==> config.mk <==
export PLATFORM = sky130hd
export DESIGN_NAME = positional_list_engine
export DESIGN_NICKNAME = d
export VERILOG_FILES = /design/src/design/ple_pkg.sv /design/src/design/positional_list_engine.sv
export SDC_FILE = /design/constraint.sdc
export NUM_CORES = 1
export LEC_CHECK = 0
export CAP_MARGIN = 15
export CORE_MARGIN = 2
export CORE_UTILIZATION = 61
export CTS_BUF_LIST = sky130_fd_sc_hd__clkbuf_8
export CTS_CLUSTER_DIAMETER = 120
export DETAILED_ROUTE_END_ITERATION = 8
export DONT_BUFFER_PORTS = 1
export PLACE_DENSITY_LB_ADDON = 0.08
export SYNTH_ARGS = -nofsm -noshare
export SYNTH_HDL_FRONTEND = slang
export SYNTH_SLANG_ARGS = --single-unit
==> constraint.sdc <==
create_clock -name clk -period 13.8 [get_ports clk]
set_input_delay 2.76 -clock clk [delete_from_list [all_inputs] [get_ports clk]]
set_output_delay 2.76 -clock clk [all_outputs]
set_load 0.005 [all_outputs]
==> src/design/ple_pkg.sv <==
`timescale 1ns / 1ps
// ----------------------------------------------------------------------------
// ple_pkg
// Shared types and constants for the positional list engine.
// ----------------------------------------------------------------------------
package ple_pkg;

  localparam int CAPACITY = 16;
  localparam int ADDR_W   = $clog2(CAPACITY);
  localparam int CNT_W    = $clog2(CAPACITY + 1);

  localparam int FUNC_W   = 3;
  localparam int VALUE_W  = 32;
  localparam int POS_W    = 4;
  localparam int COUNT_W  = 5;

  // item_value, position, padded to whole bytes
  localparam int IN_TDATA_W  = ((VALUE_W + POS_W + 7) / 8) * 8;
  // read_data, element_count, front_data, back_data, padded to whole bytes
  localparam int OUT_FIELDS_W = 3 * VALUE_W + COUNT_W;
  localparam int OUT_TDATA_W  = ((OUT_FIELDS_W + 7) / 8) * 8;

  localparam logic [VALUE_W-1:0] READ_MISS_VALUE = {1'b1, {(VALUE_W - 1){1'b0}}};

  typedef enum logic [FUNC_W-1:0] {
    OP_PUSH_BACK  = 3'd0,
    OP_PUSH_FRONT = 3'd1,
    OP_INSERT     = 3'd2,
    OP_POP_BACK   = 3'd3,
    OP_POP_FRONT  = 3'd4,
    OP_REMOVE     = 3'd5,
    OP_READ       = 3'd6
  } op_t;

  typedef enum logic [6:0] {
    S_IDLE   = 7'b0000001,
    S_INS    = 7'b0000010,
    S_INS_WR = 7'b0000100,
    S_DEL    = 7'b0001000,
    S_DEL_WR = 7'b0010000,
    S_RD     = 7'b0100000,
    S_FETCH  = 7'b1000000
  } state_t;

endpackage

==> src/design/positional_list_engine.sv <==
`timescale 1ns / 1ps
// ----------------------------------------------------------------------------
// positional_list_engine
// Bounded ordered list of signed 32-bit values with push, pop, insert,
// remove and read by position, one result word per input word.
// ----------------------------------------------------------------------------
// Path from the accept edge: pop back and failed ops other than read go straight
//   to S_FETCH; read passes S_RD first, push back writes in S_INS; insert, push
//   front, remove and pop front first move each entry with a read and a write state.
// Throughput: one word in flight; the next word is accepted at the edge where
//   out_tvalid rises, and a result still held on the output stalls fetch.
// Reset: synchronous active-low rst_n empties the list and clears control.
module positional_list_engine (
  input  logic                                clk,
  input  logic                                rst_n,
  input  logic                                in_tvalid,
  output logic                                in_tready,
  // [31:0] item_value, [35:32] position, [39:36] zero
  input  logic [ple_pkg::IN_TDATA_W-1:0]      in_tdata,
  // [2:0] func
  input  logic [ple_pkg::FUNC_W-1:0]          in_tuser,
  output logic                                out_tvalid,
  input  logic                                out_tready,
  // [31:0] read_data, [36:32] element_count, [68:37] front_data,
  // [100:69] back_data, [103:101] zero
  output logic [ple_pkg::OUT_TDATA_W-1:0]     out_tdata,
  // [0] ok
  output logic                                out_tuser
);

  localparam int ADDR_W  = ple_pkg::ADDR_W;
  localparam int CNT_W   = ple_pkg::CNT_W;
  localparam int VALUE_W = ple_pkg::VALUE_W;

  ple_pkg::state_t state_r, state_nxt;
  ple_pkg::op_t    op_r, op_nxt, op_in;

  logic [VALUE_W-1:0] val_r;
  logic [ADDR_W-1:0]  idx_r, idx_nxt;
  logic [ADDR_W-1:0]  at_r, at_nxt;
  logic [CNT_W-1:0]   cnt_r, cnt_nxt;
  logic               ok_r, ok_nxt;
  logic [VALUE_W-1:0] rd_val_r, rd_val_nxt;

  logic [VALUE_W-1:0] store_r [ple_pkg::CAPACITY];
  logic [VALUE_W-1:0] rd_a_r, rd_b_r;
  logic               we;
  logic [ADDR_W-1:0]  waddr, ra, rb;
  logic [VALUE_W-1:0] wdata;

  logic                             out_valid_r;
  logic [ple_pkg::OUT_TDATA_W-1:0]  out_tdata_r;
  logic                             out_ok_r;

  logic               in_fire;
  logic [ADDR_W-1:0]  in_pos;
  logic               full, empty, pos_lt;
  logic [CNT_W-1:0]   idx_inc_c;
  logic [VALUE_W-1:0] front_v, back_v;

  assign op_in     = ple_pkg::op_t'(in_tuser);
  assign in_pos    = ADDR_W'(in_tdata[VALUE_W +: ple_pkg::POS_W]);
  assign in_tready = (state_r == ple_pkg::S_IDLE);
  assign in_fire   = in_tvalid && in_tready;

  assign full      = (cnt_r == CNT_W'(ple_pkg::CAPACITY));
  assign empty     = (cnt_r == '0);
  assign pos_lt    = (CNT_W'(in_pos) < cnt_r);
  assign idx_inc_c = CNT_W'(idx_r) + 1'b1;

  // sequencer: each memory move takes a read state and a write state, shared address/compare path
  always_comb begin
    state_nxt  = state_r;
    op_nxt     = op_r;
    idx_nxt    = idx_r;
    at_nxt     = at_r;
    cnt_nxt    = cnt_r;
    ok_nxt     = ok_r;
    rd_val_nxt = rd_val_r;
    we         = 1'b0;
    waddr      = idx_r;
    wdata      = rd_a_r;
    ra         = idx_r;
    rb         = ADDR_W'(cnt_r - 1'b1);
    case (state_r)
      ple_pkg::S_IDLE: begin
        if (in_tvalid) begin
          op_nxt     = op_in;
          ok_nxt     = 1'b0;
          rd_val_nxt = '0;
          state_nxt  = ple_pkg::S_FETCH;
          case (op_in)
            ple_pkg::OP_PUSH_BACK: begin
              if (!full) begin
                ok_nxt    = 1'b1;
                idx_nxt   = ADDR_W'(cnt_r);
                at_nxt    = ADDR_W'(cnt_r);
                state_nxt = ple_pkg::S_INS;
              end
            end
            ple_pkg::OP_PUSH_FRONT: begin
              if (!full) begin
                ok_nxt    = 1'b1;
                idx_nxt   = ADDR_W'(cnt_r);
                at_nxt    = '0;
                state_nxt = ple_pkg::S_INS;
              end
            end
            ple_pkg::OP_INSERT: begin
              if (!full && pos_lt) begin
                ok_nxt    = 1'b1;
                idx_nxt   = ADDR_W'(cnt_r);
                at_nxt    = in_pos;
                state_nxt = ple_pkg::S_INS;
              end
            end
            ple_pkg::OP_POP_BACK: begin
              if (!empty) begin
                ok_nxt  = 1'b1;
                cnt_nxt = cnt_r - 1'b1;
              end
            end
            ple_pkg::OP_POP_FRONT: begin
              if (!empty) begin
                ok_nxt    = 1'b1;
                idx_nxt   = '0;
                state_nxt = ple_pkg::S_DEL;
              end
            end
            ple_pkg::OP_REMOVE: begin
              if (pos_lt) begin
                ok_nxt    = 1'b1;
                idx_nxt   = in_pos;
                state_nxt = ple_pkg::S_DEL;
              end
            end
            ple_pkg::OP_READ: begin
              ok_nxt    = pos_lt;
              ra        = in_pos;
              state_nxt = ple_pkg::S_RD;
            end
            default: begin
              state_nxt = ple_pkg::S_FETCH;
            end
          endcase
        end
      end
      ple_pkg::S_INS: begin
        if (idx_r == at_r) begin
          we        = 1'b1;
          waddr     = at_r;
          wdata     = val_r;
          cnt_nxt   = cnt_r + 1'b1;
          state_nxt = ple_pkg::S_FETCH;
        end else begin
          ra        = idx_r - 1'b1;
          state_nxt = ple_pkg::S_INS_WR;
        end
      end
      ple_pkg::S_INS_WR: begin
        // move entry idx-1 up into idx
        we        = 1'b1;
        idx_nxt   = idx_r - 1'b1;
        state_nxt = ple_pkg::S_INS;
      end
      ple_pkg::S_DEL: begin
        if (idx_inc_c >= cnt_r) begin
          cnt_nxt   = cnt_r - 1'b1;
          state_nxt = ple_pkg::S_FETCH;
        end else begin
          ra        = idx_r + 1'b1;
          state_nxt = ple_pkg::S_DEL_WR;
        end
      end
      ple_pkg::S_DEL_WR: begin
        // move entry idx+1 down into idx
        we        = 1'b1;
        idx_nxt   = idx_r + 1'b1;
        state_nxt = ple_pkg::S_DEL;
      end
      ple_pkg::S_RD: begin
        // word read at the accept edge lands now
        rd_val_nxt = ok_r ? rd_a_r : ple_pkg::READ_MISS_VALUE;
        state_nxt  = ple_pkg::S_FETCH;
      end
      ple_pkg::S_FETCH: begin
        // front and back fetched here, reissued while the output is held
        ra = '0;
        if (!out_valid_r || out_tready) begin
          state_nxt = ple_pkg::S_IDLE;
        end
      end
      default: begin
        state_nxt = ple_pkg::S_IDLE;
      end
    endcase
  end

  // list memory: one write port, two registered read ports
  always_ff @(posedge clk) begin
    if (we) begin
      store_r[waddr] <= wdata;
    end
    rd_a_r <= store_r[ra];
    rd_b_r <= store_r[rb];
  end

  always_ff @(posedge clk) begin
    if (!rst_n) begin
      state_r <= ple_pkg::S_IDLE;
      cnt_r   <= '0;
    end else begin
      state_r <= state_nxt;
      cnt_r   <= cnt_nxt;
    end
  end

  always_ff @(posedge clk) begin
    op_r     <= op_nxt;
    idx_r    <= idx_nxt;
    at_r     <= at_nxt;
    ok_r     <= ok_nxt;
    rd_val_r <= rd_val_nxt;
    if (in_fire) begin
      val_r <= in_tdata[VALUE_W-1:0];
    end
  end

  // result register: loaded once front/back data has arrived
  logic out_take;
  assign out_take = (state_r == ple_pkg::S_FETCH) && (!out_valid_r || out_tready);

  // the fetch cycle issues front/back reads; results are captured in the following cycle
  logic fin_r;
  always_ff @(posedge clk) begin
    if (!rst_n) begin
      fin_r <= 1'b0;
    end else begin
      fin_r <= out_take;
    end
  end

  assign front_v = empty ? '0 : rd_a_r;
  assign back_v  = empty ? '0 : rd_b_r;

  always_ff @(posedge clk) begin
    if (!rst_n) begin
      out_valid_r <= 1'b0;
    end else if (fin_r) begin
      out_valid_r <= 1'b1;
    end else if (out_tready) begin
      out_valid_r <= 1'b0;
    end
  end

  always_ff @(posedge clk) begin
    if (fin_r) begin
      out_ok_r    <= ok_r;
      out_tdata_r <= {{(ple_pkg::OUT_TDATA_W - ple_pkg::OUT_FIELDS_W){1'b0}},
                      back_v, front_v, ple_pkg::COUNT_W'(cnt_r), rd_val_r};
    end
  end

  assign out_tvalid = out_valid_r;
  assign out_tdata  = out_tdata_r;
  assign out_tuser  = out_ok_r;

  a_cnt_bound: assert property (@(posedge clk) disable iff (!rst_n)
    cnt_r <= CNT_W'(ple_pkg::CAPACITY))
    else $error("element count above capacity");

  a_ins_above_gap: assert property (@(posedge clk) disable iff (!rst_n)
    state_r == ple_pkg::S_INS_WR |-> idx_r > at_r)
    else $error("insert shift went below the gap");

  a_del_in_range: assert property (@(posedge clk) disable iff (!rst_n)
    state_r == ple_pkg::S_DEL_WR |-> idx_inc_c < cnt_r)
    else $error("remove shift read past the last element");

  a_cnt_step: assert property (@(posedge clk) disable iff (!rst_n)
    cnt_r != $past(cnt_r) |->
      (cnt_r == $past(cnt_r) + 1'b1 || cnt_r + 1'b1 == $past(cnt_r)))
    else $error("element count moved by more than one");

  a_one_in_flight: assert property (@(posedge clk) disable iff (!rst_n)
    fin_r |-> state_r == ple_pkg::S_IDLE && !$past(in_fire))
    else $error("result captured while another word was in flight");

endmodule

# --- Yosys cells after proc, flatten, opt, wreduce, memory -nomap -nowiden ---
# Memories as Yosys holds them, arrays and structs flattened. A register that Yosys moved wholly into a read port is not among the register bits.
# Cells that the tools add are included.
totals:
  input_bits: 47
  mem_bits_rw: 512
  ff_bits: 189
  memories: 1
  elab_cells: 120
classes:
  n_addsub: 5
  n_reduce_logical: 22
  magnitude_cmp: 2
  eq_ne: 29
  mux: 49
memory_table:
  columns: ["memory", "words", "word_bits", "read_ports", "rd_clocked_by_memory_dff", "wr", "line", "rtl"]
  rows:
  - ["store_r", 16, 32, 2, 2, 1, "positional_list_engine.sv:45", "logic [VALUE_W-1:0] store_r [ple_pkg::CAPACITY];"]
ops:
  columns: ["cell", "n"]
  rows:
  - ["$mux 32", 4]
  - ["$pmux 32 s2", 1]
  - ["$mux 7", 8]
  - ["$mux 4", 13]
  - ["$pmux 7 s7", 1]
  - ["$pmux 7 s5", 1]
  - ["$pmux 4 s4", 2]
  - ["$mux 5", 5]
  - ["$pmux 4 s3", 2]
  - ["$ne 2x2->1 const B", 8]
  - ["$pmux 5 s3", 1]
  - ["$ne 3x3->1 const B", 4]
  - ["$reduce_and 6->1", 2]
  - ["$eq 3x3->1 const B", 3]
  - ["$mux 1", 9]
  - ["$reduce_bool 3->1", 3]
  - ["$eq 7x1->1 const B", 1]
  - ["$eq 7x2->1 const B", 1]
  - ["$eq 7x3->1 const B", 1]
  - ["$eq 7x4->1 const B", 1]
  - ["$eq 7x5->1 const B", 1]
  - ["$eq 7x6->1 const B", 1]
  - ["$eq 7x7->1 const B", 1]
  - ["$reduce_and 7->1", 1]
  - ["23 further kinds", 32]

# --- Longest topological paths before layout ---
# Gate-level depths: netlist of the first run.
logic_depth:
  depth_word: 7
  ltp_mapped: 17
  ltp_nobuf: 12

# --- Worst setup path before layout of the first run ---
# No wires, ideal clock.
synth_timing:
  path_kind: "input port to flip-flop"
  from: "input in_tuser[0] (netlist bit)"
  to: "register rd_a_r[24], read port of store_r"
  setup_time_ns: 0.116
  setup_slack_ns: 8.649
  cell_stages: 11
  t_required_ns: 13.684
  arrival_ns: 5.035
  path_cell_list: "clkbuf_1 > nand4b_1 > nor3_1 > o21ai_1 > or3_1 > a21boi_2 > buf_4 > buf_4 > mux4_2 > a22o_1 > a31o_1"
synth_between:
  elab_chain_len: 4
synth_lines:
  columns: ["element", "line", "rtl"]
  rows:
  - ["from (decl)", "positional_list_engine.sv:21", "input logic [ple_pkg::FUNC_W-1:0] in_tuser,"]
  - ["$eq 3x3->1", "positional_list_engine.sv:92", "case (op_in)"]
  - ["$mux 4", "positional_list_engine.sv:92", null]
  - ["$mux 4", "positional_list_engine.sv:87", "if (in_tvalid) begin"]
  - ["$pmux 4 s4", "positional_list_engine.sv:85", "case (state_r)"]
  - ["to (decl)", "positional_list_engine.sv:46", "logic [VALUE_W-1:0] rd_a_r, rd_b_r;"]
# No other way between the ends.
# A chain may end at the register's enable or synchronous reset.

# --- Worst setup path in the final report of the first run ---
layout_timing:
  from: "input in_tuser[0] (netlist bit)"
  to: "register rd_a_r[16], read port of store_r"
# The elaborated chain is that of the path after synthesis.

==> summary.txt, run 1 <==
Run status
  – Outcome: finished clean

Detailed routing
  – DR WL/cell: 29.49 um
  – Routed Antenna Nets: 0
  – Routed vias: 18.03k
  – Iteration-0 DRC Markers: 2280
  – Router iterations before antenna repair: 6
  – Vias per cell: 6.669
  – DRC Markers: 0
  – Drt total wl: 79720 um

Finish
  – Final Non-Filler Cells: 2703
  – Fin util: 0.6815
  – Area delta synth->final: 10.15%
  – Final nets: 1969
  – ANT cells: 0
  – Layout cell share with drive strength beyond 1: 0.2531
  – Post-route cell area: 35960 um^2
  – Fill count: 3432

Logic synthesis
  – Top cells by count, synth: 687 x edfxtp_1, 224 x mux4_2, 221 x nand2_1, 78 x dfxtp_1, 71 x clkbuf_1
  – Synth unique cells: 69
  – Syn_area_per_cell: 17.42 um^2
  – Cells after Synth: 1874
  – Main synth FF type: edfxtp_1
  – Synthesized-area fraction occupied by adder cells: 0.004983
  – Synth Area in Compound Gates: 0.04726
  – Mapped cell area: 32640 um^2
  – Synth async-reset ratio: 0
  – YS warnings: 0
  – Most common cell in the netlist: edfxtp_1
  – Post-synthesis simple-gate area fraction: 0.06788
  – Largest family of logic cells by synthesized area: multiplexers
  – Top cells by area, synth: edfxtp_1 63%, mux4_2 15%, dfxtp_1 4.8%
  – Synth Area in XOR/XNOR: 0.004025
  – Sequential area share after synthesis: 0.6798
  – Multiplexer share of the synthesized area: 0.1754
  – Yosys top cell area share: 0.6320
  – Yosys reg bits: 765
  – Post-synth EDFFs: 687
  – Yosys top cell by area: edfxtp_1

Timing
  – Rel. slew slack: 0.1574
  – Worst Tran Pin Value: 1260 ps
  – Slew Viols, Final: 0
  – Period Utilization, post-route: 0.4417
  – Clk_skew: 31.98 ps
  – RSZ-0062 raised after global routing: no
  – Final setup fails: 0
  – Setup TNS: 0 ps
  – Setup ws final: 7704 ps
  – Final min period: 6096 ps
  – Final Hold Vio Count: 0
  – Fmax: 0.1640 GHz
  – Hold Slack: 411.8 ps

Critical path
  – Cell Chain, Critical Path: nand4b_1 > nor3_1 > o21ai_1 > nor4_1 > o21a_4 > buf_4 > mux4_2 > a22o_1 > a31o_1
  – Crit end category: flip-flop
  – Worst r2r path cells: 12
  – Largest fanout on the critical path: 63
  – Reg2reg setup slack: 7910 ps
  – Slowest CP cell: buf_4
  – Worst Path Required: 14390 ps
  – Worst path arrival time: 6690 ps
  – Critical Path Start: in_tuser[0]
  – CP Class: in2reg
  – CP Launch Type: input pin
  – WP buf/inv: 1
  – Worst r2r src: idx_r[2]
  – Reg-to-reg critical path endpoint: rd_a_r[16]
  – Cell family with most CP delay: compound AO/OA/AOI/OAI gates
  – Slowest Stage Delay on Critical Path: 870 ps

GRT
  – Total GRT Usage: 0.2944
  – Largest net degree at the start of global routing: 128
  – Vias in the first global route: 18.60k
  – First-pass GRT wire length: 118500 um
  – Antenna violations before repair: 4
  – Gr ovfl total: 0

Clock network
  – Worst-path clk slew: 60 ps
  – CTS tree: done
  – Resize count post-CTS: 0
  – Worst-Skew Late Latency: 720 ps
  – TritonCTS Sinks: 765
  – CTS buffer count: 120
  – Htree depth: 3
  – Max clock buf depth: 3
  – Clk root buf: clkbuf_8
  – Hold buffers post-CTS: 0
  – Post-CTS setup buffer count: 0

Run
  – Max_cap viols: 0

Power and ir drop
  – VDD IR max: 209.7 uV
  – Power per Cell Area: 203.8 nW/um^2
  – Tot Pwr: 7.329 mW
  – Leakage: 11.94 nW

Die
  – # rows: 84
  – Initial Utilization: 0.6187
  – Die span in y: 235.3 um
  – Total core area: 52760 um^2
  – Die area: 55380 um^2
  – IO Pins: 154
  – Die width: 235.3 um

Placement
  – Post-Place Cells: 2475
  – Dpl hpwl: 42670 um
  – Placed Area: 33440 um^2
  – PortBufs: 0
  – Gpl congestion: 0.8625
  – Placement Setup Slack: 6991 ps

Min path
  – Hold Crit Depth: 0
  – Hold EP: out_tdata[3]
  – Hold Path Origin: rd_val_r[3]
  – Min-Delay Path Class: reg2reg
==> layout make-up <==
class	instances	area, um^2	share of cell area
Clock inverter	80	483.0	0.01343
Clock buffer	148	2037	0.05665
Inverter	15	56.30	0.001566
Multi-Input combinational cell	965	9993	0.2779
Timing Repair Buffer	42	327.8	0.009117
Sequential cell	765	22200	0.6174
Tap cell	688	860.8	0.02394
==> kinds of logic (layout without fill, tap and decap cells) <==
kind of cell,count (synthesis),in the layout
flip-flops,765,765
AND/OR/NAND/NOR,451,451
multiplexers,288,288
AO/OA/AOI/OAI,195,195
buffers and inverters,146,285
XOR/XNOR,15,15
adder cells (fa/ha/maj),13,13
other,1,3
==> sequential cells by signal, summed over array words and instances (netlist names), 4 cells and up <==
signal,cells
at_r,4
cnt_r,5
idx_r,4
out_tdata,101
rd_a_r,32
rd_b_r,32
rd_val_r,32
state_r,7
store_r,512
val_r,32
==> layer usage <==
layer	share of wire	vias up	track usage
li1	-	7628	-
met1	0.39	9235	0.4076
met2	0.49	995	0.4759
met3	0.094	167	0.05582
met4	0.029	0	0.1065
met5	0	-	0
==> cell usage in the layout, fill, tap and decap left out, types with 32 or more instances in the layout <==
cell and instances:
buf_4 41, inv_1 64, a22o_1 32, edfxtp_1 687
mux2i_1 33, clkbuf_8 148, dfxtp_1 76, a31oi_1 37
nor2b_1 68, a32oi_1 33, mux4_2 224, nand2_1 220
and2_1 40, a31o_1 33, nand3_1 38
==> report_power, final <==
part	leakage [nW]	internal, mW	switching [mW]	total [mW]
logic	3.54	0.929	1.28	2.21
registers	6.91	3.01	0.166	3.18
clock network	1.49	1.08	0.866	1.94
==> worst max path at each step <==
stage	slack, ps	depth (start not counted)	endpoint
global placement	7020	9	rd_a_r[16]
global route	7480	9	rd_a_r[24]
floorplan	8650	11	rd_a_r[24]
finish	7700	9	rd_a_r[16]
CTS	7740	9	rd_a_r[16]
detailed placement	6990	9	rd_a_r[18]
==> worst reg2reg max path: stages (launching register included) <==
cell and delay, ps:
edfxtp_1 770, nand2_1 450, nor2_1 260, ha_1 310, a21oi_1 260, o2111ai_1 140
and3b_1 250, nor4_1 610, o21a_4 720, buf_4 890, mux4_2 650, a22o_1 260
a31o_1 200
Power figures use the tool's default switching activity.
==> run 2: changes to the inputs <==
- CORE_UTILIZATION: 61 -> 60
- clock period: 13.8 -> 5.5 ns (I/O delays scaled with it)
==> run 2 against run 1 <==
  * Worst hold slack worse by 24 ps
  * Critical path type is now reg2reg
  * Final cell count up 0.74%
  * Largest power group unchanged
  * Critical endpoint is now rd_a_r[15]
  * Global-route usage decreased by 0.74 points
==> summary.txt, run 2 (synthesized netlist as in run 1, its figures left out) <==
Finish
  – Post-route cell area: 36170 um^2 (+0.61%)
  – Commonest non-fill, non-tap cells in the layout: 687 x edfxtp_1, 224 x mux4_2, 220 x nand2_1, 136 x clkbuf_8, 76 x dfxtp_1
  – Final nets: 1979 (+0.51%)
  – Largest register FFs: 512 (unchanged)
  – Most common cell after layout, fill and taps aside: edfxtp_1
  – Fin util: 0.6722 (-0.009296)
  – Most flops, register: store_r
  – Area delta synth->final: 10.82%
  – Layout cell share with drive strength beyond 1: 0.2567 (+0.003562)

Timing
  – Rel. slew slack: 0.2531 (+0.09576)
  – Final setup fails: 0 (unchanged)
  – Period Utilization, post-route: 0.8533
  – Worst Tran Pin Value: 1116 ps (-143.5 ps)
  – Final Hold Vio Count: 0 (unchanged)
  – Final min period: 4693 ps
  – Fmax: 0.2131 GHz
  – Clk_skew: 48.14 ps (+16.16 ps)
  – RSZ-0062 raised after global routing: no
  – Setup TNS: 0 ps (unchanged)
  – Slew Viols, Final: 0 (unchanged)

Die
  – Die area: 56290 um^2 (+1.6%)
  – Initial Utilization: 0.6066 (-0.01211)
  – Die width: 237.3 um (+0.82%)
  – Total core area: 53810 um^2 (+2.0%)
  – # rows: 85 (+1.2%)
  – Die span in y: 237.3 um (+0.82%)
  – IO Pins: 154 (unchanged)

Critical path
  – CP Launch Type: flip-flop
  – Cell Chain, Critical Path: ha_1 > inv_1 > nor2_1 > ha_1 > a21oi_1 > o2111ai_1 > and3b_1 > nor4_1 > o21a_4 > buf_12 > mux4_2 > a22o_1 > a31o_1
  – Cell family with most CP delay: compound AO/OA/AOI/OAI gates
  – Reg2reg setup slack: 810 ps (-7100 ps)
  – Largest fanout on the critical path: 66 (+4.8%)
  – Worst path arrival time: 5290 ps (-1400 ps)
  – WP buf/inv: 2 (+1)
  – Worst r2r src: idx_r[1]
  – Crit end category: flip-flop
  – Worst r2r path cells: 13 (+1)
  – Slowest Stage Delay on Critical Path: 640 ps (-230 ps)
  – Worst Path Required: 6100 ps (-8290 ps)
  – Reg-to-reg critical path endpoint: rd_a_r[15]
  – Cell mode on critical path: ha_1
  – Slowest CP cell: nor4_1
  – CP Class: reg2reg
  – CP Depth: 13 (+4)

Placement
  – Placed Area: 33680 um^2 (+0.72%)
  – Dpl hpwl: 43490 um (+1.9%)
  – Gpl congestion: 0.8494 (-1.5%)
  – PortBufs: 0 (unchanged)

Detailed routing
  – Router iterations before antenna repair: 5 (-1)
  – Iteration-0 DRC Markers: 2037 (-11%)
  – Drt total wl: 79520 um (-0.26%)
  – DR WL/cell: 29.20 um (-0.99%)
  – Vias per cell: 6.680 (+0.17%)
  – Routed Antenna Nets: 0 (unchanged)
  – DRC Markers: 0 (unchanged)
  – Routed vias: 18.19k (+0.92%)

Clock network
  – Post-CTS setup buffer count: 0 (unchanged)
  – Clk root buf: clkbuf_8
  – Worst-path clk slew: 60 ps (about the same)
  – Hold buffers post-CTS: 0 (unchanged)
  – Max clock buf depth: 3 (unchanged)
  – CTS tree: done
  – TritonCTS Sinks: 765 (unchanged)
  – Htree depth: 3 (unchanged)
  – CTS buffer count: 121 (+0.83%)
  – Resize count post-CTS: 0 (unchanged)
  – Worst-Skew Late Latency: 740 ps (+20 ps)

GRT
  – Largest net degree at the start of global routing: 101 (-21%)
  – Vias in the first global route: 18.44k (-0.83%)
  – First-pass GRT wire length: 116800 um (-1.4%)
  – Antenna violations before repair: 2 (-2)
  – Total GRT Usage: 0.2869 (-0.007425)
  – Gr ovfl total: 0 (unchanged)

Run
  – Max_cap viols: 0 (unchanged)

Min path
  – Hold Path Origin: rd_val_r[24]
  – Hold Crit Depth: 0 (unchanged)
  – Hold EP: out_tdata[24]
  – Min-Delay Path Class: reg2reg

Power and ir drop
  – Power per Cell Area: 510.4 nW/um^2 (+150%)
  – VDD IR max: 525.8 uV (+150%)
  – Leakage: 11.96 nW (+0.18%)

Run status
  – Outcome: finished clean
[run 2: area by class of cell]
cell class              instances  area, um^2
diodes                          1       2.502
well taps                     696       870.8
multi-input cells             965        9993
clock inverters                94       623.1
clock buffers                 136        1872
inverters                      15       56.30
flip-flops and latches        765       22200
fillers                      3544       17640
repair buffers                 51       558.0
[run 2: stage by stage]
stage                     hold WS, ps  power [mW]  setup slack [ps]  cells
after floorplan                 400.3       11.86             711.0   1876
after global placement          401.0       13.61             962.1   2492
after detailed placement        404.5       13.70             893.0   2492
after CTS                       386.8       18.55             885.3   2722
after global routing            403.2       19.18             565.5   2723
final                           388.0       18.46             806.6   2723
[run 2: how the worst max path moves through the flow]
stage                from            end  slack, ps
4_1_cts          idx_r[1]     rd_a_r[15]        890
6_report         idx_r[1]     rd_a_r[15]        810
5_1_grt          idx_r[1]     rd_a_r[15]        570
2_1_floorplan  state_r[6]  store_r[1][0]        710
3_3_place_gp     idx_r[1]     rd_a_r[15]        960
3_5_place_dp     idx_r[1]     rd_a_r[15]        890
[run 2: per-layer routing]
layer | track usage | routed length [um] | vias to the layer above
met4 | 0.1111 | 2433 | 0
li1 | - | - | 7643
met1 | 0.3909 | 31040 | 9412
met3 | 0.05644 | 7130 | 167
met2 | 0.4648 | 38920 | 968
met5 | 0 | 0 | -
[run 2: power by group]
part / internal, mW / switching [mW]
Combinational: 2.40 / 3.31
Clock: 2.65 / 2.22
Sequential: 7.55 / 0.339
Total: 12.6 / 5.87
